File: src/sv/fcgl_pkg.sv
`timescale 1ns / 1ps

package fcgl_pkg;

  localparam int ADDR_W = 24;

  typedef enum logic [4:0] {
    S_IDLE,
    S_DISPATCH,
    S_CHK,
    S_FETCH,
    S_GOT_LEN,
    S_GOT_CNT,
    S_LENCHK,
    S_LOOP,
    S_PROBE_ADDR,
    S_GOT_PROBE,
    S_GOT_END,
    S_GOT_START,
    S_RANGECHK,
    S_GOT_DELTA,
    S_GOT_IRO,
    S_IROCHK,
    S_GOT_GLYPH,
    S_ZERO,
    S_DONE
  } state_t;

  typedef enum logic [2:0] {
    A_LEN,
    A_CNT,
    A_PROBE,
    A_END,
    A_START,
    A_DELTA,
    A_RANGE,
    A_GLYPH
  } addr_sel_t;

  typedef enum logic [2:0] {
    D_LEN,
    D_CNT,
    D_END,
    D_START,
    D_DELTA,
    D_IRO
  } dst_t;

  typedef enum logic [1:0] {
    R_ZERO,
    R_DIRECT,
    R_GLYPH,
    R_GROUP
  } res_sel_t;

  typedef struct packed {
    logic      fetch;
    logic      addr_ld;
    addr_sel_t asel;
    logic      save;
    dst_t      dst;
    logic      loop_init;
    logic      mid_ld;
    logic      step;
    logic      res_ld;
    res_sel_t  rsel;
    logic      push;
  } dp_cmd_t;

  typedef struct packed {
    logic is4;
    logic is12;
    logic cp_big;
    logic fault;
    logic fetch_done;
    logic len_bad;
    logic lo_lt_hi;
    logic lo_ge_segs;
    logic probe_lt;
    logic out_range;
    logic iro_zero;
    logic out_free;
  } dp_stat_t;

endpackage

File: src/sv/fcgl_ctrl.sv
`timescale 1ns / 1ps

module fcgl_ctrl (
  input  logic               clk,
  input  logic               rst,
  input  logic               lookup,
  input  fcgl_pkg::dp_stat_t stat,
  output fcgl_pkg::dp_cmd_t  cmd,
  output logic               idle
);

  fcgl_pkg::state_t state, state_next, ret, ret_next;

  always_ff @(posedge clk) begin
    if (rst) begin
      state <= fcgl_pkg::S_IDLE;
      ret   <= fcgl_pkg::S_IDLE;
    end else begin
      state <= state_next;
      ret   <= ret_next;
    end
  end

  always_comb begin
    state_next = state;
    ret_next   = ret;
    unique case (state)
      fcgl_pkg::S_IDLE: if (lookup) state_next = fcgl_pkg::S_DISPATCH;
      fcgl_pkg::S_DISPATCH: begin
        if (!(stat.is4 || stat.is12) || (stat.is4 && stat.cp_big)) begin
          state_next = fcgl_pkg::S_ZERO;
        end else begin
          state_next = fcgl_pkg::S_CHK;
          ret_next   = fcgl_pkg::S_GOT_LEN;
        end
      end
      fcgl_pkg::S_CHK: state_next = stat.fault ? fcgl_pkg::S_ZERO : fcgl_pkg::S_FETCH;
      fcgl_pkg::S_FETCH: if (stat.fetch_done) state_next = ret;
      fcgl_pkg::S_GOT_LEN: begin
        state_next = fcgl_pkg::S_CHK;
        ret_next   = fcgl_pkg::S_GOT_CNT;
      end
      fcgl_pkg::S_GOT_CNT: state_next = fcgl_pkg::S_LENCHK;
      fcgl_pkg::S_LENCHK: state_next = stat.len_bad ? fcgl_pkg::S_ZERO : fcgl_pkg::S_LOOP;
      fcgl_pkg::S_LOOP: begin
        if (stat.lo_lt_hi) begin
          state_next = fcgl_pkg::S_PROBE_ADDR;
        end else if (stat.lo_ge_segs) begin
          state_next = fcgl_pkg::S_ZERO;
        end else begin
          state_next = fcgl_pkg::S_CHK;
          ret_next   = fcgl_pkg::S_GOT_END;
        end
      end
      fcgl_pkg::S_PROBE_ADDR: begin
        state_next = fcgl_pkg::S_CHK;
        ret_next   = fcgl_pkg::S_GOT_PROBE;
      end
      fcgl_pkg::S_GOT_PROBE: state_next = fcgl_pkg::S_LOOP;
      fcgl_pkg::S_GOT_END: begin
        state_next = fcgl_pkg::S_CHK;
        ret_next   = fcgl_pkg::S_GOT_START;
      end
      fcgl_pkg::S_GOT_START: state_next = fcgl_pkg::S_RANGECHK;
      fcgl_pkg::S_RANGECHK: begin
        if (stat.out_range) begin
          state_next = fcgl_pkg::S_ZERO;
        end else begin
          state_next = fcgl_pkg::S_CHK;
          ret_next   = fcgl_pkg::S_GOT_DELTA;
        end
      end
      fcgl_pkg::S_GOT_DELTA: begin
        if (stat.is12) begin
          state_next = fcgl_pkg::S_DONE;
        end else begin
          state_next = fcgl_pkg::S_CHK;
          ret_next   = fcgl_pkg::S_GOT_IRO;
        end
      end
      fcgl_pkg::S_GOT_IRO: state_next = fcgl_pkg::S_IROCHK;
      fcgl_pkg::S_IROCHK: begin
        if (stat.iro_zero) begin
          state_next = fcgl_pkg::S_DONE;
        end else begin
          state_next = fcgl_pkg::S_CHK;
          ret_next   = fcgl_pkg::S_GOT_GLYPH;
        end
      end
      fcgl_pkg::S_GOT_GLYPH: state_next = fcgl_pkg::S_DONE;
      fcgl_pkg::S_ZERO: state_next = fcgl_pkg::S_DONE;
      fcgl_pkg::S_DONE: if (stat.out_free) state_next = fcgl_pkg::S_IDLE;
      default: state_next = fcgl_pkg::S_IDLE;
    endcase
  end

  always_comb begin
    cmd  = '0;
    idle = 1'b0;
    unique case (state)
      fcgl_pkg::S_IDLE: idle = 1'b1;
      fcgl_pkg::S_DISPATCH: begin
        cmd.addr_ld = 1'b1;
        cmd.asel    = fcgl_pkg::A_LEN;
      end
      fcgl_pkg::S_FETCH: cmd.fetch = 1'b1;
      fcgl_pkg::S_GOT_LEN: begin
        cmd.save    = 1'b1;
        cmd.dst     = fcgl_pkg::D_LEN;
        cmd.addr_ld = 1'b1;
        cmd.asel    = fcgl_pkg::A_CNT;
      end
      fcgl_pkg::S_GOT_CNT: begin
        cmd.save = 1'b1;
        cmd.dst  = fcgl_pkg::D_CNT;
      end
      fcgl_pkg::S_LENCHK: cmd.loop_init = 1'b1;
      fcgl_pkg::S_LOOP: begin
        cmd.mid_ld  = stat.lo_lt_hi;
        cmd.addr_ld = !stat.lo_lt_hi;
        cmd.asel    = fcgl_pkg::A_END;
      end
      fcgl_pkg::S_PROBE_ADDR: begin
        cmd.addr_ld = 1'b1;
        cmd.asel    = fcgl_pkg::A_PROBE;
      end
      fcgl_pkg::S_GOT_PROBE: cmd.step = 1'b1;
      fcgl_pkg::S_GOT_END: begin
        cmd.save    = 1'b1;
        cmd.dst     = fcgl_pkg::D_END;
        cmd.addr_ld = 1'b1;
        cmd.asel    = fcgl_pkg::A_START;
      end
      fcgl_pkg::S_GOT_START: begin
        cmd.save = 1'b1;
        cmd.dst  = fcgl_pkg::D_START;
      end
      fcgl_pkg::S_RANGECHK: begin
        cmd.addr_ld = 1'b1;
        cmd.asel    = fcgl_pkg::A_DELTA;
      end
      fcgl_pkg::S_GOT_DELTA: begin
        cmd.res_ld  = stat.is12;
        cmd.rsel    = fcgl_pkg::R_GROUP;
        cmd.save    = 1'b1;
        cmd.dst     = fcgl_pkg::D_DELTA;
        cmd.addr_ld = !stat.is12;
        cmd.asel    = fcgl_pkg::A_RANGE;
      end
      fcgl_pkg::S_GOT_IRO: begin
        cmd.save = 1'b1;
        cmd.dst  = fcgl_pkg::D_IRO;
      end
      fcgl_pkg::S_IROCHK: begin
        cmd.res_ld  = stat.iro_zero;
        cmd.rsel    = fcgl_pkg::R_DIRECT;
        cmd.addr_ld = !stat.iro_zero;
        cmd.asel    = fcgl_pkg::A_GLYPH;
      end
      fcgl_pkg::S_GOT_GLYPH: begin
        cmd.res_ld = 1'b1;
        cmd.rsel   = fcgl_pkg::R_GLYPH;
      end
      fcgl_pkg::S_ZERO: begin
        cmd.res_ld = 1'b1;
        cmd.rsel   = fcgl_pkg::R_ZERO;
      end
      fcgl_pkg::S_DONE: cmd.push = stat.out_free;
      default: cmd = '0;
    endcase
  end

endmodule

File: config.mk
export PLATFORM = sky130hd
export DESIGN_NAME = fcgl_ctrl
export DESIGN_NICKNAME = d
export VERILOG_FILES = /design/src/sv/fcgl_pkg.sv /design/src/sv/fcgl_ctrl.sv
export SDC_FILE = /design/constraint.sdc
export NUM_CORES = 1
export LEC_CHECK = 0
export ABC_AREA = 1
export BUFFER_PORTS_ARGS = -buffer_cell sky130_fd_sc_hd__clkbuf_2
export CORE_MARGIN = 10
export CORE_UTILIZATION = 45
export CTS_BUF_LIST = sky130_fd_sc_hd__clkbuf_16
export DETAILED_ROUTE_END_ITERATION = 7
export PLACE_DENSITY = 0.79
export SYNTH_ARGS = -nofsm -noshare
export SYNTH_HDL_FRONTEND = slang
export SYNTH_SLANG_ARGS = --single-unit
File: constraint.sdc
create_clock -name clk -period 3.3 [get_ports clk]
set_input_delay 0.33 -clock clk [delete_from_list [all_inputs] [get_ports clk]]
set_output_delay 0.33 -clock clk [all_outputs]
set_load 0.02 [all_outputs]
==> results of run 1 <==
[cells by family (layout without fill, tap and decap cells)]
kind of cell           Yosys count  in the layout  synth area share, %
flip-flops                      10             10                 19.3
AO/OA/AOI/OAI                   15             15                 8.70
AND/OR/NAND/NOR                125            125                 59.7
buffers and inverters           31             62                 12.3
[power by group]
part | switching [mW] | internal (mW)
Combinational | 0.235 | 0.121
Clock | 0.0516 | 0.157
Sequential | 0.0415 | 0.154
Total | 0.328 | 0.432
[sequential cells by signal (all words and copies together), names as in the netlist]
signal / count
ret: 5
state: 5
[area by class of cell]
class	instances	share of cell area, %
Sequential cell	10	15.7
Multi-Input combinational cell	140	55.4
Timing Repair Buffer	30	11.8
Clock buffer	3	5.88
Tap cell	28	2.74
Inverter	29	8.52
[Yosys cell counts (3+ instances only)]
library cell | instances | share of area [%]
nand4_1 | 4 | 2.4
nand3_1 | 20 | 9.7
o21ai_0 | 3 | 1.4
dfxtp_1 | 10 | 19
nand2_2 | 6 | 3.6
nor2_1 | 31 | 11
nand2_1 | 44 | 16
a21oi_1 | 6 | 2.9
inv_2 | 4 | 1.4
nor3_1 | 3 | 1.4
inv_1 | 25 | 9.1
nor2_2 | 7 | 4.2
[cells in the final DEF (no fill, tap or decap), drive strengths merged]
| cell | instances |
|---|---|
| nor2 | 41 |
| nand4 | 4 |
| clkbuf | 33 |
| nand2 | 52 |
| o21ai | 4 |
| o211ai | 2 |
| dfxtp | 10 |
| nor3 | 5 |
| nand3 | 21 |
| or2 | 2 |
| inv | 29 |
| a211oi | 1 |
| a21oi | 7 |
| o2111ai | 1 |
[layer usage]
metal  wire length, µm  part of all wire (%)
met1              1260                    42
met2              1490                    49
met3               244                   8.1
met4                17                  0.57
met5                 0                     0
[final timing paths]
path	from	endpoint	slack (ns)	cells after the start
min reg2reg	ret[4]	ret[4]	0.49	2
max reg2reg	state[4]	ret[2]	1.60	11
max	state[0]	cmd[14]	1.22	6
min	rst	ret[4]	0.36	2
[worst reg2reg max path, stage by stage, from the launching register on]
cell and delay [ns]:
dfxtp_1 0.67, inv_2 0.11, nand3_4 0.12, nor2_2 0.07
inv_1 0.05, nand2_1 0.05, nor2_1 0.17, nand2_4 0.11
nand2_2 0.10, nand2_1 0.05, nand2_1 0.05, nor2_1 0.04
[through the flow]
step	total power, mW	hold WS [ns]
3_3_place_gp	0.546	0.461
2_1_floorplan	0.467	0.392
4_1_cts	0.763	0.358
3_5_place_dp	0.549	0.471
5_1_grt	0.822	0.373
6_report	0.759	0.362
==> results.md, run 1 <==
- CTS Sinks: 10
- Post-Syn Area: 1040 µm²
- RSZ-0062 raised after global routing: no
- Fin crit period: around 2.1 ns
- Core outline area: between 2000 and 2500 µm²
- Initial antenna violation count: 0
- Status: finished clean
- VDD IR-drop max: 0.000425 V
- CP max FO: 9
- Final hold viol count: 0
- Worst-path clk slew: 0.04 ns
- Setup bufs post-CTS: 0
- Post-synth EDFFs: 0
- Static leakage: ~0.75 nW
- Count of final setup violators: 0
- Pwr/cell area: 594 nW/µm²
- Slowest cell delay on critical path: 0.45 ns
- Ys async rst share: 0%
- Area growth syn-to-layout: 23.3%
- Hold Buf Count CTS: 0
- Number of remaining DRC errors: 0
- Met1 Use GR: 16.1%
- Kind of critical path: flop to output port
- Required @ worst endpoint: about 3.0 ns
- Layout Nets: between 200 and 250
- CTS buffer count: 3
- # H-tree levels: 1
- Io pins: 32
- TritonCTS clock tree: yes
- Largest net degree at the start of global routing: 15
- Starting Density: roughly 47%
- Dpl hpwl: roughly 2400 µm
- Final slew viol count: 0
- Actual slew at the worst max-slew pin: between 0.5 and 0.6 ns
- Endpoint class of the critical path: output port
- Finished Layout Cells: between 200 and 250
- Vias: ~1200
- Global route overflow: 0
- Post-cts sizing count: 0
- DP Area: 1200 µm²
- Placed Cells: ~240
- Setup TNS Final: 0 ns
- Met3 Resource Use GR: ~4.1%
- Net Count, Synth: between 150 and 200
- Drt total wl: roughly 3000 µm
- Ys flop type: dfxtp_1
- Met2 Usage GRT: approximately 23%
- DRT Pass-1 Iters: 4
- Ant. Diodes: 0
- Pre-CTS setup slack: between 1 and 1.5 ns
- Crit path launch type: flop
- Most used routing layer: met2
- Fillers: 262
- Routability cong.: 0.888
- Max-slew headroom: between 60% and 70%
- WP buf/inv: 1
- Max Clk Rate: roughly 0.48 GHz
- DIE AREA: 4620 µm²
- Sequential fraction of the synthesis area: roughly a fifth
- Max Buffers Root-to-Sink: 2
- Initial DRC count: 84
- WL per Instance: approximately 13 µm
- Root Driver: clkbuf_16
- FF+latch count, synth: 10
- Yosys warnings: 0
- Library cells used by synthesis: 26
- Family with the most delay on the worst path: simple AND/OR/NAND/NOR gates
- Crit path cell chain: nand2_2, nor2_8, nand2_1, or2_2, o2111ai_1, clkbuf_2
- Worst EP arrival: roughly 1.8 ns
- Clock skew: ~0.0011 ns
- Chip width: between 60 and 70 µm
- # rows: 17
- Design Area, Final: about 1300 µm²
- Post-route setup slack: approximately 1.2 ns
- Fin crit share: between 60% and 70%
- PortBufs: 30
- Tightest Hold Check Type: primary input to flop
- Antenna-violating nets left: 0
- Cells after Synth: around 180
- Die H: roughly 70 µm
- Synthesized area per cell: between 5 and 6 µm²
- First-pass GRT wire length: between 4000 and 5000 µm
- Vias in the first global route: 1145
- Max-cap violations: 0
- Overall routing resource usage: 13.4%
- Share of cells above drive strength 1: 28.3%
- Sequential Area: around 200 µm²
- Post-DR vias/cell: approximately 5
- CP max-delay cell: dfxtp_1
- Final core utilization: between 50% and 60%
- Clk_lat worst skew: approximately 0.23 ns
- Area of the multi-input gates: between 700 and 800 µm²
No activity file was read; power rests on OpenSTA's default activity.
==> run 2: changes to the inputs <==
Settings changed: ABC_AREA 1 to 0, PLACE_DENSITY 0.79 to 0.8.
Clock period 3.3 ns to 1.85 ns, I/O delays scaled along.
==> run 2 against run 1 <==
The flow now finishes with violations (setup timing). Area after synthesis increased by 9.4%. Clock skew about the same. Worst setup slack got worse by 1.2 ns. Global-route usage increased by 2.7 points.
==> results.md, run 2 <==
- Cells after Synth: 160
- Io pins: 32
- Final slew viol count: 0
- Area growth syn-to-layout: 46.9%
- DP Area: 1430 µm²
- Actual slew at the worst max-slew pin: about 0.33 ns
- CTS Sinks: 10
- Ys async rst share: 0%
- Number of remaining DRC errors: 0
- Synth top area share: approximately 18%
- Synth area leader: dfxtp_1
- Overall routing resource usage: 16.1%
- Fin crit share: 101%
- Pwr/cell area: between 1000 and 1500 nW/µm²
- Slowest cell delay on critical path: roughly 0.51 ns
- Vias: 1457
- Library cells used by synthesis: 57
- Synthesized area per cell: between 7 and 8 µm²
- Core outline area: about 2400 µm²
- Hold Buf Count CTS: 0
- Fin crit period: ~1.9 ns
- Post-Syn Area: between 1000 and 1500 µm²
- Post-DR vias/cell: 6.15
- Max-slew headroom: between 70 and 80%
- Worst EP arrival: approximately 2 ns
- TritonCTS clock tree: yes
- Clk_lat worst skew: 0.23 ns
- Seq pwr share: between 15 and 20%
- VDD IR-drop max: roughly 0.00075 V
- Drt total wl: between 4000 and 5000 µm
- Tightest Hold Check Type: primary input to flop
- Design Area, Final: ~1700 µm²
- Max-cap violations: 0
- Sw frac: 40.9%
- Starting Density: 46.6%
- Die H: between 70 and 80 µm
- Critical path origin: state[1]
- Fillers: 177
- Vias in the first global route: 1413
- Initial antenna violation count: 0
- Root Driver: clkbuf_16
- Top Registers: ret x5, state x5
- Antenna-violating nets left: 0
- Most frequent cells in the layout: clkbuf_2 (27), buf_4 (25), nor2_1 (19)
- FF+latch count, synth: 10
- Count of final setup violators: 3
- Initial DRC count: between 200 and 250
- Worst-path clk slew: about 0.04 ns
- Clock skew: 0.00108 ns
- Post-route setup slack: -0.0241 ns
- DRT Pass-1 Iters: 5
- Ys flop type: dfxtp_1
- Largest net degree at the start of global routing: 16
- Dpl hpwl: 3040 µm
- Reg2reg end: ret[1]
- Commonest cells post-synth: nor2_1 (20), a21oi_1 (17), nor3_1 (11)
- Cell with the most instances after synthesis: nor2_1
- Final hold viol count: 0
- Share of cells above drive strength 1: 42.5%
- Setup TNS Final: -0.0581 ns
- Required @ worst endpoint: 2.02 ns
- Flop2flop setup slack: -0.02 ns
- Endpoint class of the critical path: flop
- Post-synth EDFFs: 0
- Net Count, Synth: between 150 and 200
- Combinational share of power: 62.1%
- CP max FO: 6
- WL per Instance: 17.7 µm
- Int Power: ~1.1 mW
- Ant. Diodes: 0
- Routability cong.: ~1.0
- Status: finished with violations
- Crit path launch type: flop
- PortBufs: 30
- Failing checks: setup timing
- Global route overflow: 0
- Sequential fraction of the synthesis area: between 15 and 20%
- # H-tree levels: 1
- P_sw: approximately 0.73 mW
- Max Buffers Root-to-Sink: 2
- RR Startpoint: state[1]
- Clock power frac: between 20% and 30%
- Layout Nets: about 220
- Hold Slack: approximately 0.19 ns
- Synth top area cells: dfxtp_1 (18%), a21oi_1 (7.5%), nor2_1 (6.6%)
- Yosys warnings: 0
- Static leakage: around 0.68 nW
- Kind of critical path: flop to flop
- DIE AREA: roughly 4900 µm²
- Max Clk Rate: between 0.5 and 0.6 GHz
- # rows: 18
- Leading cell type in the layout, fill and taps excluded: clkbuf_2
- First-pass GRT wire length: roughly 6800 µm
- Crit path cell chain: mux2_4, a221oi_4, o211ai_4, or4_4, a21oi_2
- CTS buffer count: 3
- RSZ-0062 raised after global routing: yes
- FF-to-FF path depth: 5
- Worst Setup EP: ret[1]
- CP max-delay cell: or4_4
- Chip width: ~70 µm
[run 2: cell types whose count changed after synthesis, sizes merged, moves of 7 or more]
cell,change
a21oi,+10
buf,+7
inv,-24
nand2,-46
nand3,-17
nor2,-21
nor2b,+8
[run 2: per-layer routing]
layer | routed length, µm | vias to the layer above | track usage, %
met2 | 2040 | 102 | 27.6
li1 | - | 685 | -
met1 | 1680 | 659 | 18.4
met5 | 0 | - | 0
met4 | 66 | 0 | 7.24
met3 | 409 | 11 | 3.81
[run 2: power groups by stage]
stage          Clock, mW  Combinational (mW)  Sequential (mW)
5_1_grt            0.388                1.20            0.309
4_1_cts            0.376                1.05            0.300
6_report           0.373                1.11            0.308
3_3_place_gp           0               0.912            0.290
2_1_floorplan          0               0.620            0.283
3_5_place_dp           0               0.935            0.292
[run 2: timing repair]
| item | in CTS | in global routing |
|---|---|---|
| buffers inserted | 3 | 2 |
| endpoints found under the setup margin | 15 | 17 |
| pin swaps | 8 | 4 |
| resized for setup | 23 | 14 |
[run 2: worst min-delay path by stage]
stage          cells after the start  slack, ns  endpoint    start
3_5_place_dp                       2       0.43  state[4]  stat[0]
5_1_grt                            2       0.20    ret[4]  stat[1]
6_report                           2       0.19  state[4]  stat[0]
4_1_cts                            2       0.18    ret[4]  stat[1]
2_1_floorplan                      1       0.29    ret[4]  stat[1]
3_3_place_gp                       2       0.42  state[4]  stat[0]
[run 2: final cells by class]
cell class	instances	area, µm²	area share [%]
Multi-Input combinational cell	130	927	55.7
Timing Repair Buffer	58	390	23.4
Sequential cell	10	213	12.8
Clock buffer	3	75.1	4.51
Tap cell	30	37.5	2.25
Inverter	6	22.5	1.35
[run 2: critical path: cells and delay by family (launching register included)]
family          cells  cell delay (ns)
flops               1             0.38
compound gates      3             0.58
mux                 1             0.33
simple gates        1             0.51
[run 2: cells by family after synthesis]
group           after synthesis  share of synthesized area (%)
simple gates                 74                           36.8
compound gates               49                           31.0
buf+inv                      20                           8.17
flops                        10                           17.7
mux                           4                           4.08
xor+xnor                      3                           2.32
[run 2: through the flow]
step | util (%) | cells | power [mW] | setup WS, ns
3_3_place_gp | 58.9 | 229 | 1.20 | -0.0306
2_1_floorplan | - | 160 | 0.904 | 0.0269
6_report | 68.5 | 237 | 1.79 | -0.0241
5_1_grt | 68.5 | 237 | 1.89 | -0.0681
3_5_place_dp | 58.9 | 229 | 1.23 | -0.0809
4_1_cts | 66.3 | 235 | 1.73 | -0.0113
